===== config.mk =====
export PLATFORM = sky130hd
export DESIGN_NAME = rmst_out_stage_flat
export DESIGN_NICKNAME = d
export VERILOG_FILES = /design/src/rmst_pkg.sv /design/src/rmst_if.sv /design/src/rmst_out_stage.sv /design/src/flat_wrapper.sv
export SDC_FILE = /design/constraint.sdc
export NUM_CORES = 1
export LEC_CHECK = 0
export ABC_CLOCK_PERIOD_IN_PS = 1300
export BUFFER_PORTS_ARGS = -buffer_cell sky130_fd_sc_hd__buf_2
export CAP_MARGIN = 15
export CORE_ASPECT_RATIO = 1.2
export CORE_MARGIN = 4
export CORE_UTILIZATION = 39
export CTS_CLUSTER_SIZE = 25
export DETAILED_ROUTE_END_ITERATION = 7
export GPL_TIMING_DRIVEN = 0
export PLACE_DENSITY = 0.79
export SLEW_MARGIN = 20
export SYNTH_ARGS = -nofsm -noshare
export SYNTH_HDL_FRONTEND = slang
export SYNTH_SLANG_ARGS = --single-unit

===== constraint.sdc =====
create_clock -name i_clk -period 1.3 [get_ports i_clk]
set_input_delay 0.13 -clock i_clk [delete_from_list [all_inputs] [get_ports i_clk]]
set_output_delay 0.13 -clock i_clk [all_outputs]
set_load 0.005 [all_outputs]

===== src/rmst_pkg.sv =====
// ----------------------------------------------------------------------------
// rmst_pkg
// Types, constants and helpers of the range-minimum segment tree.
// ----------------------------------------------------------------------------
`default_nettype none

package rmst_pkg;

    localparam int LEAVES_DEFAULT = 1024;
    localparam int IDX_W          = 10;
    localparam int VAL_W          = 32;

    localparam logic signed [VAL_W-1:0] NEUTRAL = 32'sh7FFF_FFFF;

    typedef enum logic [0:0] {
        OP_UPDATE = 1'b0,
        OP_QUERY  = 1'b1
    } t_op;

    typedef struct packed {
        logic                    valid;
        logic signed [VAL_W-1:0] value;
    } t_result;

    function automatic logic signed [VAL_W-1:0] min_s(
        input logic signed [VAL_W-1:0] a,
        input logic signed [VAL_W-1:0] b
    );
        return (a < b) ? a : b;
    endfunction

endpackage

`default_nettype wire


===== src/rmst_if.sv =====
// ----------------------------------------------------------------------------
// rmst_in_if / rmst_out_if
// Valid/ready channels carrying request words and result words.
// ----------------------------------------------------------------------------
`default_nettype none


interface rmst_out_if;
    logic                                  valid;
    logic                                  ready;
    logic signed [rmst_pkg::VAL_W-1:0]     range_minimum;

    modport source (output valid, range_minimum, input ready);
    modport sink   (input valid, range_minimum, output ready);
endinterface

`default_nettype wire


===== src/rmst_out_stage.sv =====
// ----------------------------------------------------------------------------
// rmst_out_stage
// Output register holding one result word until the receiver takes it.
// ----------------------------------------------------------------------------
`default_nettype none

module rmst_out_stage (
    input  wire logic              i_clk,
    input  wire logic              i_rst_n,
    input  wire rmst_pkg::t_result i_push,
    output logic                   o_free,
    rmst_out_if.source             o_result
);

    logic                              r_valid;
    logic signed [rmst_pkg::VAL_W-1:0] r_value;

    assign o_free                 = !r_valid || o_result.ready;
    assign o_result.valid         = r_valid;
    assign o_result.range_minimum = r_value;

    always_ff @(posedge i_clk) begin
        if (!i_rst_n) begin
            r_valid <= 1'b0;
        end else if (i_push.valid && o_free) begin
            r_valid <= 1'b1;
        end else if (o_result.ready) begin
            r_valid <= 1'b0;
        end
    end

    always_ff @(posedge i_clk) begin
        if (i_push.valid && o_free) begin
            r_value <= i_push.value;
        end
    end

endmodule

`default_nettype wire


===== src/flat_wrapper.sv =====
// flat-port wrapper written by rule: the top's interface ports become plain ports
module rmst_out_stage_flat 
  (i_clk, i_rst_n, i_push, o_free, o_result_valid, o_result_range_minimum, o_result_ready);
  rmst_out_if o_result_i ();
  input  wire logic i_clk;
  input  wire logic i_rst_n;
  input  wire rmst_pkg::t_result i_push;
  output logic o_free;
  output wire logic [$bits(o_result_i.valid)-1:0] o_result_valid;
  output wire logic [$bits(o_result_i.range_minimum)-1:0] o_result_range_minimum;
  input wire logic [$bits(o_result_i.ready)-1:0] o_result_ready;
  assign o_result_valid = o_result_i.valid;
  assign o_result_range_minimum = o_result_i.range_minimum;
  assign o_result_i.ready = o_result_ready;
  rmst_out_stage u_core (.i_clk(i_clk), .i_rst_n(i_rst_n), .i_push(i_push), .o_free(o_free), .o_result(o_result_i));
endmodule

# After elaboration in Yosys (flattened, before gate mapping)
# Cells that the tools add are included.
# word_totals
inputBits,36
output_inout_bits,34
reg_bits,33
word_cells,8
# classes
muxes,2
n_reduce_logical,4
# op_table
op,count
1-bit 2-to-1 mux,2
2-bit nonzero test,1
1-bit logical AND,1
1-bit zero test,1
1-bit logical OR,1

# Depth between registers and ports, before layout
# Gate-level depths: netlist of the first run.
# logic_depth
word_depth,4
mapped_depth,2
mapped_depth_nobuf,2

# Worst setup path after synthesis of the first run
# Ideal clock, no wire load.
# synth_timing
path_type,reg-to-reg
from,"reg u_core.r_valid, in the netlist u_core.o_result.valid"
to,"reg u_core.r_value (netlist bit u_core.o_result.range_minimum[0]), enable pin"
stages_incl_launch_ff,3
n_path_buf,0
slack_ns,0.209
synth_period_minus_slack_ns,1.091
required_ns,0.960
setup_time_ns,0.340
arrival_ns,0.751
cell_sequence,dfxtp_1 > nand2b_4 > and2_4
# synth_via
elab_chain_cells,3
# synth_rtl
element,line_no,rtl
from (decl),rmst_out_stage.sv:15,logic r_valid;
from (signal assigned),rmst_out_stage.sv:24,r_valid <= 1'b0;
from (signal assigned),rmst_out_stage.sv:26,r_valid <= 1'b1;
from (signal assigned),rmst_out_stage.sv:28,r_valid <= 1'b0;
1-bit zero test,rmst_out_stage.sv:18,assign o_free = !r_valid || o_result.ready;
1-bit logical OR,rmst_out_stage.sv:18,
net o_free,flat_wrapper.sv:8,output logic o_free;
1-bit logical AND,rmst_out_stage.sv:33,if (i_push.valid && o_free) begin
to (signal assigned),rmst_out_stage.sv:34,r_value <= i_push.value;
to (decl),rmst_out_stage.sv:16,logic signed [rmst_pkg::VAL_W-1:0] r_value;
# The timed path passes the listed nets, and every way through them passes these cells.
# A chain may end at the register's enable or synchronous reset.

# Worst setup path in the final report of the first run
# layout_timing
from,"reg u_core.r_valid, in the netlist u_core.o_result.valid"
to,"reg u_core.r_value (netlist bit u_core.o_result.range_minimum[4]), enable pin"
# layout_via
elab_chain_cells,3
# layout_rtl
element,line_no
1-bit zero test,rmst_out_stage.sv:18
1-bit logical OR,rmst_out_stage.sv:18
1-bit logical AND,rmst_out_stage.sv:33
# No other way between the ends.

==> impl_table.tex, run 1 <==
\begin{tabular}{lr}
\hline
Metric & Value \\
\hline
\multicolumn{2}{l}{\textbf{Clock tree}} \\
\quad Post-CTS resize count & 0 \\
\quad CTS root buffer & sky130\_fd\_sc\_hd\_\_clkbuf\_4 \\
\quad Number of buffers inserted by hold repair at cts & 32 \\
\quad Register clock-pin slew on the reported worst setup and hold paths & 0.09 ns \\
\quad Bufs on Longest Clock Path & 2 \\
\quad CTS buffer count & 5 \\
\quad CTS tree & done \\
\quad H-Tree Level Count & 2 \\
\quad Number of clock sinks & 33 \\
\quad Clock insertion delay at the later pin of the skew report & 0.31 ns \\
\quad Buffers inserted during post-CTS setup optimization & 0 \\
\multicolumn{2}{l}{\textbf{STA}} \\
\quad Number of endpoints with negative hold slack in the final report & 0 \\
\quad Setup repair after global routing missed its margin & false \\
\quad Fin crit share & 89.2\% \\
\quad Relative slew slack & 74.4\% \\
\quad Highest Clock Rate & 862 MHz \\
\quad Post-Route Setup TNS & 0 ns \\
\quad Final min period & 1.16 ns \\
\quad Worst-margin pin slew & 0.384 ns \\
\quad Count of pins over their slew limit & 0 \\
\quad Hold slack final & 0.0450 ns \\
\quad Final setup violation count & 0 \\
\quad Setup skew after layout & 0.00326 ns \\
\multicolumn{2}{l}{\textbf{Finish}} \\
\quad Number of diodes added for antenna fixing & 0 \\
\quad Commonest non-fill, non-tap cell in the layout & sky130\_fd\_sc\_hd\_\_buf\_2 \\
\quad Nets & 181 \\
\quad Area added between synthesis and finish & 74.4\% \\
\quad Share of cells above drive strength 1 & 54.1\% \\
\quad Commonest cells after routing, fill and taps aside & sky130\_fd\_sc\_hd\_\_buf\_2, sky130\_fd\_sc\_hd\_\_dlygate4sd3\_1, sky130\_fd\_sc\_hd\_\_edfxtp\_1, sky130\_fd\_sc\_hd\_\_clkbuf\_4, sky130\_fd\_sc\_hd\_\_clkinv\_2 \\
\multicolumn{2}{l}{\textbf{Route}} \\
\quad First-iteration detailed-routing DRC count & 9 \\
\quad Vias per inst & 4.25 \\
\quad Number of DRC violations after detailed routing & 0 \\
\quad Average wire length per cell after detail routing & 14.2 um \\
\quad Final Routed Wirelength & 2.54 mm \\
\quad Total number of vias & 760 \\
\quad Number of detailed-route iterations in the first pass & 3 \\
\quad ANT nets after route & 0 \\
\multicolumn{2}{l}{\textbf{Logic synthesis}} \\
\quad Cell type with the largest total area after synthesis & sky130\_fd\_sc\_hd\_\_edfxtp\_1 \\
\quad Synth Instances & 37 \\
\quad Count of distinct cell types in the synthesized netlist & 6 \\
\quad Mean cell area of the mapped netlist & 27.5 um2 \\
\quad Portion of the post-synthesis area used by sequential elements & 96.3\% \\
\quad Synthesis-stage register bit count & 33 \\
\quad Post-synth design cell area & 1020 um2 \\
\quad Top-area cell type share of the netlist area & 94.3\% \\
\quad Mapped Nets & 73 \\
\quad Top cells by area in the synthesized netlist & sky130\_fd\_sc\_hd\_\_edfxtp\_1, sky130\_fd\_sc\_hd\_\_dfxtp\_1, sky130\_fd\_sc\_hd\_\_nand2b\_4 \\
\quad Warning count from the yosys run & 0 \\
\multicolumn{2}{l}{\textbf{Pwr}} \\
\quad Total design power & 1.99 mW \\
\quad Static leakage & 0.775 nW \\
\quad Peak supply drop & 0.000999 V \\
\quad Total power density per cell area & 1120 nW/um2 \\
\multicolumn{2}{l}{\textbf{Floorplanning}} \\
\quad I/O pin count & 70 \\
\quad Initial Util & 40.3\% \\
\quad Floorplan core area & 2530 um2 \\
\quad Core Rows & 20 \\
\quad Die outline height & 64.0 um \\
\quad Die area & 3500 um2 \\
\quad Chip Width & 54.7 um \\
\multicolumn{2}{l}{\textbf{Worst setup path}} \\
\quad Worst reg2reg setup slack & 0.14 ns \\
\quad Startpoint types & flop \\
\quad Required time at the worst-slack endpoint & 1.28 ns \\
\quad Data arrival time of the critical path & 1.14 ns \\
\quad Kind of end point of the critical path & flop \\
\quad Launch point of the critical path & u\_core.o\_result.valid\$\_SDFFE\_PN0P\_ \\
\quad Class of the most critical setup path & flop to flop \\
\quad Highest net fanout along the worst path & 32 \\
\quad Reg-to-reg critical path startpoint & u\_core.o\_result.valid\$\_SDFFE\_PN0P\_ \\
\multicolumn{2}{l}{\textbf{Job}} \\
\quad Max Cap Violations & 0 \\
\multicolumn{2}{l}{\textbf{Placed design}} \\
\quad Last weighted congestion value of the routability-driven placer & 0.662 \\
\quad Count of input and output buffers & 69 \\
\multicolumn{2}{l}{\textbf{Global route}} \\
\quad First-pass GRT wire length & 3.69 mm \\
\quad Global-route congestion overflow total & 0 \\
\quad Via count of the first global-routing pass & 769 \\
\quad Largest net degree at the start of global routing & 33 \\
\quad Global-route usage over all layers & 15.8\% \\
\quad Number of antenna violations at the first check in global routing & 0 \\
\multicolumn{2}{l}{\textbf{Hold path}} \\
\quad Hold Crit Start & i\_rst\_n \\
\quad Hold Crit Class & input pin to flop \\
\multicolumn{2}{l}{\textbf{Status}} \\
\quad Result of the run & finished clean \\
\hline
\end{tabular}
## synth_stat cells
cell and count:
sky130_fd_sc_hd__nand2b_4 1, sky130_fd_sc_hd__a21boi_2 1, sky130_fd_sc_hd__and2_4 1, sky130_fd_sc_hd__edfxtp_1 32, sky130_fd_sc_hd__inv_1 1, sky130_fd_sc_hd__dfxtp_1 1
## power by group
part / switching (mW) / internal, mW / total, mW / leakage (nW)
clock network: 0.300 / 0.206 / 0.506 / 0.0320
logic: 0.0874 / 0.144 / 0.231 / 0.425
registers: 0.0154 / 1.24 / 1.25 / 0.318
total: 0.403 / 1.59 / 1.99 / 0.775
## flip-flops by register name, indices dropped and copies added, names as in the netlist
name	flops
u_core.o_result.range_minimum	32
u_core.o_result.valid	1
## worst max-delay path, cell delays in order, from the launching register on
cell,delay [ns]
sky130_fd_sc_hd__dfxtp_1,0.34
sky130_fd_sc_hd__nand2b_4,0.08
sky130_fd_sc_hd__and2_4,0.39
## layout make-up
type / instances / area, um2
clock buffer: 6 / 41.3
multi-input combinational: 3 / 33.8
tap: 33 / 41.3
fill: 178 / 751
timing repair buffer: 101 / 666
sequential: 33 / 981
clock inverter: 2 / 10.0
inverter: 1 / 3.75
## cell families after synthesis
logic type / share of synthesized area, %
AOI/OAI and AO/OA: 1.11
buffers and inverters: 0.368
and+or+nand+nor: 2.21
DFF: 96.3
## final timing paths
check	endpoint	cells past startpoint
hold / removal	u_core.o_result.valid$_SDFFE_PN0P_	2
setup / recovery	u_core.o_result.range_minimum[4]$_DFFE_PP_	2
hold reg to reg	u_core.o_result.valid$_SDFFE_PN0P_	2
setup reg to reg	u_core.o_result.range_minimum[4]$_DFFE_PP_	2
## through the flow
step                      instances  setup WS (ns)  cell area (um2)  utilization (%)
final                           179          0.140             1780             70.3
after global routing            179         0.0721             1780             70.3
after CTS                       179          0.127             1780             70.3
after detailed placement        139          0.144             1410             55.6
after global placement          139          0.166             1410             55.6
after floorplan                  37          0.209             1020                -
## metal layers
metal	share of wire, %	wire (um)	vias up	global-route usage [%]
li1	-	-	362	-
met1	34	857	338	15.1
met2	52	1320	53	27.8
met3	12	314	7	6.76
met4	1.9	49	0	6.54
met5	0	0	-	0
(Power assumes the default switching activity.)
==> run 2: changes to the inputs <==
--- a/config.mk
+++ b/config.mk
@@ -13,9 +13,8 @@
 export CORE_UTILIZATION = 39
 export CTS_CLUSTER_SIZE = 25
 export DETAILED_ROUTE_END_ITERATION = 7
-export GPL_TIMING_DRIVEN = 0
 export PLACE_DENSITY = 0.79
-export SLEW_MARGIN = 20
+export SETUP_SLACK_MARGIN = 0.4
 export SYNTH_ARGS = -nofsm -noshare
 export SYNTH_HDL_FRONTEND = slang
 export SYNTH_SLANG_ARGS = --single-unit
==> impl_table.tex, run 2 (same netlist as run 1, synthesis figures left out) <==
\begin{tabular}{lr}
\hline
Metric & Value \\
\hline
\multicolumn{2}{l}{\textbf{Finish}} \\
\quad Number of diodes added for antenna fixing & 0 \\
\quad Commonest cells after routing, fill and taps aside & sky130\_fd\_sc\_hd\_\_buf\_2, sky130\_fd\_sc\_hd\_\_dlygate4sd3\_1, sky130\_fd\_sc\_hd\_\_edfxtp\_1, sky130\_fd\_sc\_hd\_\_clkbuf\_4, sky130\_fd\_sc\_hd\_\_and2\_4 \\
\quad Max FFs per register & 32 \\
\quad Fill cell total of the finished layout & 169 \\
\quad Area added between synthesis and finish & 75.6\% \\
\quad Non-filler instance count after layout & 180 \\
\quad Nets & 183 \\
\quad Commonest non-fill, non-tap cell in the layout & sky130\_fd\_sc\_hd\_\_buf\_2 \\
\quad Share of cells above drive strength 1 & 54.4\% \\
\quad Share of the core filled with cells in the final layout & 70.7\% \\
\multicolumn{2}{l}{\textbf{STA}} \\
\quad Final min period & 0.996 ns \\
\quad Setup repair after global routing missed its margin & true \\
\quad Fin crit share & 76.6\% \\
\quad Relative slew slack & 85.9\% \\
\quad Highest Clock Rate & 1000 MHz \\
\quad Count of pins over their slew limit & 0 \\
\quad Setup skew after layout & 0.00390 ns \\
\quad Worst-margin pin slew & 0.212 ns \\
\quad Post-Route Setup TNS & 0 ns \\
\quad Number of endpoints with negative hold slack in the final report & 0 \\
\quad Final setup violation count & 0 \\
\multicolumn{2}{l}{\textbf{Worst setup path}} \\
\quad Required time at the worst-slack endpoint & 1.30 ns \\
\quad Startpoint types & flop \\
\quad Kind of end point of the critical path & flop \\
\quad Class of the most critical setup path & flop to flop \\
\quad Highest net fanout along the worst path & 16 \\
\quad Data arrival time of the critical path & 1.00 ns \\
\multicolumn{2}{l}{\textbf{Hold path}} \\
\quad Hold Crit Class & input pin to flop \\
\multicolumn{2}{l}{\textbf{Floorplanning}} \\
\quad Die outline height & 64.0 um \\
\quad Floorplan core area & 2530 um2 \\
\quad Chip Width & 54.7 um \\
\quad Die area & 3500 um2 \\
\quad Core Rows & 20 \\
\quad I/O pin count & 70 \\
\quad Initial Util & 40.3\% \\
\multicolumn{2}{l}{\textbf{Global route}} \\
\quad Global-route congestion overflow total & 0 \\
\quad Largest net degree at the start of global routing & 17 \\
\quad First-pass GRT wire length & 3.96 mm \\
\quad Global-route usage over all layers & 16.8\% \\
\quad Number of antenna violations at the first check in global routing & 0 \\
\quad Via count of the first global-routing pass & 828 \\
\multicolumn{2}{l}{\textbf{Route}} \\
\quad Number of detailed-route iterations in the first pass & 2 \\
\quad Final Routed Wirelength & 2.62 mm \\
\quad Number of DRC violations after detailed routing & 0 \\
\quad Met3 wirelength from detailed routing & 330 um \\
\quad Metal2 WL & 1.40 mm \\
\quad Routed metal-1 wirelength & 858 um \\
\quad Top routing layer used & met4 \\
\quad First-iteration detailed-routing DRC count & 19 \\
\quad Total number of vias & 786 \\
\quad Average wire length per cell after detail routing & 14.6 um \\
\quad ANT nets after route & 0 \\
\quad Vias per inst & 4.37 \\
\multicolumn{2}{l}{\textbf{Status}} \\
\quad Result of the run & finished clean \\
\multicolumn{2}{l}{\textbf{Clock tree}} \\
\quad Register clock-pin slew on the reported worst setup and hold paths & 0.08 ns \\
\quad Number of clock sinks & 33 \\
\quad CTS buffer count & 5 \\
\quad Bufs on Longest Clock Path & 2 \\
\quad H-Tree Level Count & 2 \\
\quad Clock insertion delay at the later pin of the skew report & 0.31 ns \\
\quad CTS root buffer & sky130\_fd\_sc\_hd\_\_clkbuf\_4 \\
\quad CTS tree & done \\
\multicolumn{2}{l}{\textbf{Pwr}} \\
\quad Peak supply drop & 0.000801 V \\
\quad Static leakage & 0.778 nW \\
\quad Total power density per cell area & 1100 nW/um2 \\
\multicolumn{2}{l}{\textbf{Placed design}} \\
\quad Count of input and output buffers & 69 \\
\quad Last weighted congestion value of the routability-driven placer & 0.665 \\
\quad Post-Place Cells & 139 \\
\multicolumn{2}{l}{\textbf{Job}} \\
\quad Max Cap Violations & 0 \\
\hline
\end{tabular}
[run 2: cell count changes in the layout (fill, tap and decap cells not counted), sizes merged]
cell / delta
and2: +1
buf: +1
clkinv: -1
[run 2: routing by layer]
layer / track usage (%) / vias up
li1: - / 367
met1: 17.0 / 364
met2: 29.9 / 51
met3: 5.36 / 4
met4: 6.85 / 0
met5: 0 / -
[run 2: worst max-delay path: stages, from the launching register on]
cell	delay, ns
sky130_fd_sc_hd__dfxtp_2	0.34
sky130_fd_sc_hd__nand2b_4	0.08
sky130_fd_sc_hd__and2_4	0.28
[run 2: metrics by stage]
stage               total power, mW  instance area (um2)  setup WS [ns]  hold slack, ns
finish                         1.97                 1790          0.304          0.0615
global route                   2.07                 1790          0.265          0.0587
CTS                            1.98                 1790          0.288          0.0465
detailed placement             1.43                 1410          0.155           0.308
global placement               1.42                 1410          0.180           0.308
floorplan                      1.32                 1020          0.227           0.229
[run 2: cell type report]
| class | instances | area (um2) | area share [%] |
|---|---|---|---|
| Timing Repair Buffer | 102 | 673 | 37.6 |
| Multi-Input combinational cell | 4 | 42.5 | 2.38 |
| Clock inverter | 1 | 3.75 | 0.210 |
| Inverter | 1 | 3.75 | 0.210 |
| Tap cell | 33 | 41.3 | 2.31 |
| Sequential cell | 33 | 982 | 54.9 |
| Clock buffer | 6 | 41.3 | 2.31 |
[run 2: worst paths after layout]
check / startpoint / endpoint / slack, ns / cells after the start
worst max-delay path: u_core.o_result.valid$_SDFFE_PN0P_ / u_core.o_result.range_minimum[6]$_DFFE_PP_ / 0.30 / 2
worst min-delay path: i_rst_n / u_core.o_result.valid$_SDFFE_PN0P_ / 0.06 / 2
worst max register to register: u_core.o_result.valid$_SDFFE_PN0P_ / u_core.o_result.range_minimum[6]$_DFFE_PP_ / 0.30 / 2
worst min register to register: u_core.o_result.valid$_SDFFE_PN0P_ / u_core.o_result.valid$_SDFFE_PN0P_ / 0.60 / 3
[run 2: where the power goes]
part	internal [mW]	switching (mW)	leakage [nW]	total, mW
combinational	0.148	0.0898	0.434	0.238
clock	0.196	0.283	0.0258	0.479
sequential	1.24	0.0157	0.318	1.25
total	1.58	0.388	0.778	1.97
[run 2: repair_timing]
item                       CTS  global route
pin swaps                    1             0
cloned                       1             0
setup buffers                1             0
gates resized for setup      1             0
hold endpoints to repair    32             0
setup endpoints to repair   66            66
hold buffers                32             0
==> run 3: changes to the inputs <==
--- a/config.mk
+++ b/config.mk
@@ -5,7 +5,7 @@
 export SDC_FILE = /design/constraint.sdc
 export NUM_CORES = 1
 export LEC_CHECK = 0
-export ABC_CLOCK_PERIOD_IN_PS = 1300
+export ABC_CLOCK_PERIOD_IN_PS = 950
 export BUFFER_PORTS_ARGS = -buffer_cell sky130_fd_sc_hd__buf_2
 export CAP_MARGIN = 15
 export CORE_ASPECT_RATIO = 1.2
==> constraint.sdc (replaced) <==
create_clock -name i_clk -period 0.95 [get_ports i_clk]
set_input_delay 0.095 -clock i_clk [delete_from_list [all_inputs] [get_ports i_clk]]
set_output_delay 0.095 -clock i_clk [all_outputs]
set_load 0.005 [all_outputs]
==> impl_table.tex, run 3 (same netlist as run 1, synthesis figures left out) <==
\begin{tabular}{lr}
\hline
Metric & Value \\
\hline
\multicolumn{2}{l}{\textbf{Global route}} \\
\quad Global-route congestion overflow total & 0 \\
\quad Met1 capacity usage during global routing & 11.0\% \\
\quad First-pass GRT wire length & 2.68 mm \\
\quad Most crowded layer after global routing & met2 \\
\quad Via count of the first global-routing pass & 622 \\
\quad Met2 usage & 18.5\% \\
\quad Number of antenna violations at the first check in global routing & 0 \\
\quad Largest net degree at the start of global routing & 24 \\
\quad Global-route usage over all layers & 11.7\% \\
\quad Met3 Resource Use GR & 6.06\% \\
\multicolumn{2}{l}{\textbf{Finish}} \\
\quad Post-layout instance area & 1560 um2 \\
\quad Commonest cells after routing, fill and taps aside & sky130\_fd\_sc\_hd\_\_buf\_2, sky130\_fd\_sc\_hd\_\_edfxtp\_1, sky130\_fd\_sc\_hd\_\_clkbuf\_4, sky130\_fd\_sc\_hd\_\_buf\_6, sky130\_fd\_sc\_hd\_\_clkbuf\_1 \\
\quad Share of cells above drive strength 1 & 70.2\% \\
\quad Nets & 156 \\
\quad Commonest non-fill, non-tap cell in the layout & sky130\_fd\_sc\_hd\_\_buf\_2 \\
\quad Max FFs per register & 32 \\
\quad Number of diodes added for antenna fixing & 0 \\
\quad Non-filler instance count after layout & 154 \\
\quad Area added between synthesis and finish & 53.1\% \\
\multicolumn{2}{l}{\textbf{Floorplanning}} \\
\quad Floorplan core area & 2530 um2 \\
\quad Chip Width & 54.7 um \\
\quad Die outline height & 64.0 um \\
\quad Die area & 3500 um2 \\
\quad Core Rows & 20 \\
\quad I/O pin count & 70 \\
\quad Initial Util & 40.3\% \\
\multicolumn{2}{l}{\textbf{Route}} \\
\quad Number of detailed-route iterations in the first pass & 4 \\
\quad Number of DRC violations after detailed routing & 0 \\
\quad First-iteration detailed-routing DRC count & 13 \\
\quad Average wire length per cell after detail routing & 13.1 um \\
\quad ANT nets after route & 0 \\
\quad Vias per inst & 4.21 \\
\quad Total number of vias & 649 \\
\quad Final Routed Wirelength & 2.01 mm \\
\multicolumn{2}{l}{\textbf{Worst setup path}} \\
\quad CP max stage cell & sky130\_fd\_sc\_hd\_\_dfxtp\_2 \\
\quad Cell-by-cell listing of the critical path & nand2b\_4 > and2\_4 > clkbuf\_16 \\
\quad Worst reg2reg setup slack & -0.1 ns \\
\quad Kind of end point of the critical path & flop \\
\quad Delay of the slowest cell on the worst path & 0.34 ns \\
\quad R2r worst-path depth & 3 \\
\quad Reg-to-reg critical path startpoint & u\_core.o\_result.valid\$\_SDFFE\_PN0P\_ \\
\quad Data arrival time of the critical path & 1.09 ns \\
\quad Class of the most critical setup path & flop to flop \\
\quad Reg-to-Reg End & u\_core.o\_result.range\_minimum[25]\$\_DFFE\_PP\_ \\
\quad Highest net fanout along the worst path & 6 \\
\quad Launch point of the critical path & u\_core.o\_result.valid\$\_SDFFE\_PN0P\_ \\
\quad Startpoint types & flop \\
\quad Required time at the worst-slack endpoint & 1.00 ns \\
\multicolumn{2}{l}{\textbf{STA}} \\
\quad Number of endpoints with negative hold slack in the final report & 33 \\
\quad Setup repair after global routing missed its margin & true \\
\quad Final setup violation count & 33 \\
\quad Relative slew slack & 91.6\% \\
\quad Highest Clock Rate & 955 MHz \\
\quad Final min period & 1.05 ns \\
\quad Setup skew after layout & 0.00775 ns \\
\quad Hold slack final & -0.0612 ns \\
\quad Fin crit share & 110\% \\
\quad Count of pins over their slew limit & 0 \\
\quad Setup ws final & -0.0973 ns \\
\quad Worst-margin pin slew & 0.126 ns \\
\multicolumn{2}{l}{\textbf{Clock tree}} \\
\quad H-Tree Level Count & 2 \\
\quad CTS root buffer & sky130\_fd\_sc\_hd\_\_clkbuf\_4 \\
\quad Register clock-pin slew on the reported worst setup and hold paths & 0.09 ns \\
\quad Bufs on Longest Clock Path & 2 \\
\quad Number of clock sinks & 33 \\
\quad Clock insertion delay at the later pin of the skew report & 0.32 ns \\
\quad CTS buffer count & 5 \\
\quad CTS tree & done \\
\multicolumn{2}{l}{\textbf{Hold path}} \\
\quad Worst hold path depth & 1 \\
\quad Endpoint of the worst hold path & u\_core.o\_result.range\_minimum[17]\$\_DFFE\_PP\_ \\
\quad Hold Crit Start & i\_push[17] \\
\quad Hold Crit Class & input pin to flop \\
\multicolumn{2}{l}{\textbf{Pwr}} \\
\quad Peak supply drop & 0.00103 V \\
\quad Static leakage & 0.689 nW \\
\quad Total power density per cell area & 1710 nW/um2 \\
\quad Total design power & 2.67 mW \\
\multicolumn{2}{l}{\textbf{Placed design}} \\
\quad Post-Place Cells & 142 \\
\quad Last weighted congestion value of the routability-driven placer & 0.608 \\
\quad Post-placement cell area & 1440 um2 \\
\quad Count of input and output buffers & 69 \\
\multicolumn{2}{l}{\textbf{Status}} \\
\quad Result of the run & finished with violations \\
\quad Violated checks & negative hold slack, negative setup slack \\
\multicolumn{2}{l}{\textbf{Job}} \\
\quad Max Cap Violations & 0 \\
\hline
\end{tabular}
run 3: changes by cell type in the layout (fill, tap and decap cells not counted), sizes merged:
cell	before	now
and2	2	1
buf	70	75
clkbuf	6	9
clkinv	1	0
dlygate4sd3	32	0
run 3: worst max-delay path: cells and delay by family (launching register included):
family,cells,cell delay [ns]
DFF,1,0.34
and+or+nand+nor,2,0.26
buffers and inverters,1,0.16
run 3: layout make-up:
cell class,instances,area [um2]
fillers,209,968
inverters,1,3.75
repair buffers,76,449
multi-input cells,3,33.8
flip-flops and latches,33,982
well taps,33,41.3
clock buffers,8,48.8
run 3: how the worst max path moves through the flow:
stage                                             endpoint  slack (ns)  cells after the start
5_1_grt                                             o_free       -0.13                      3
2_1_floorplan   u_core.o_result.range_minimum[0]$_DFFE_PP_       -0.12                      2
4_1_cts                                             o_free       -0.11                      3
6_report       u_core.o_result.range_minimum[25]$_DFFE_PP_        -0.1                      3
3_3_place_gp    u_core.o_result.range_minimum[4]$_DFFE_PP_       -0.03                      3
3_5_place_dp    u_core.o_result.range_minimum[9]$_DFFE_PP_       -0.04                      3
run 3: repair_timing:
action                                  CTS  global route
endpoints found under the setup margin   67            67
cloned                                    1             2
hold endpoints to repair                 33            32
resized for setup                         5             0
setup buffers                             1             0
run 3: through the flow:
stage          setup slack (ns)  setup TNS [ns]  util [%]
3_3_place_gp            -0.0318          -0.939      57.0
6_report                -0.0973           -2.67      61.7
2_1_floorplan            -0.122           -3.89         -
5_1_grt                  -0.130           -3.80      61.7
3_5_place_dp            -0.0418           -1.31      57.0
4_1_cts                  -0.106           -2.31      60.2
run 3: power breakdown:
group,total [mW],internal [mW],switching [mW],leakage [nW]
clock network,0.692,0.294,0.398,0.0265
registers,1.71,1.70,0.0192,0.318
logic,0.262,0.156,0.106,0.345
total,2.67,2.15,0.523,0.689
run 3: per-layer routing:
layer	routed length, um	vias to the layer above
li1	-	309
met1	633	280
met2	964	56
met3	395	4
met4	19	0
met5	0	-
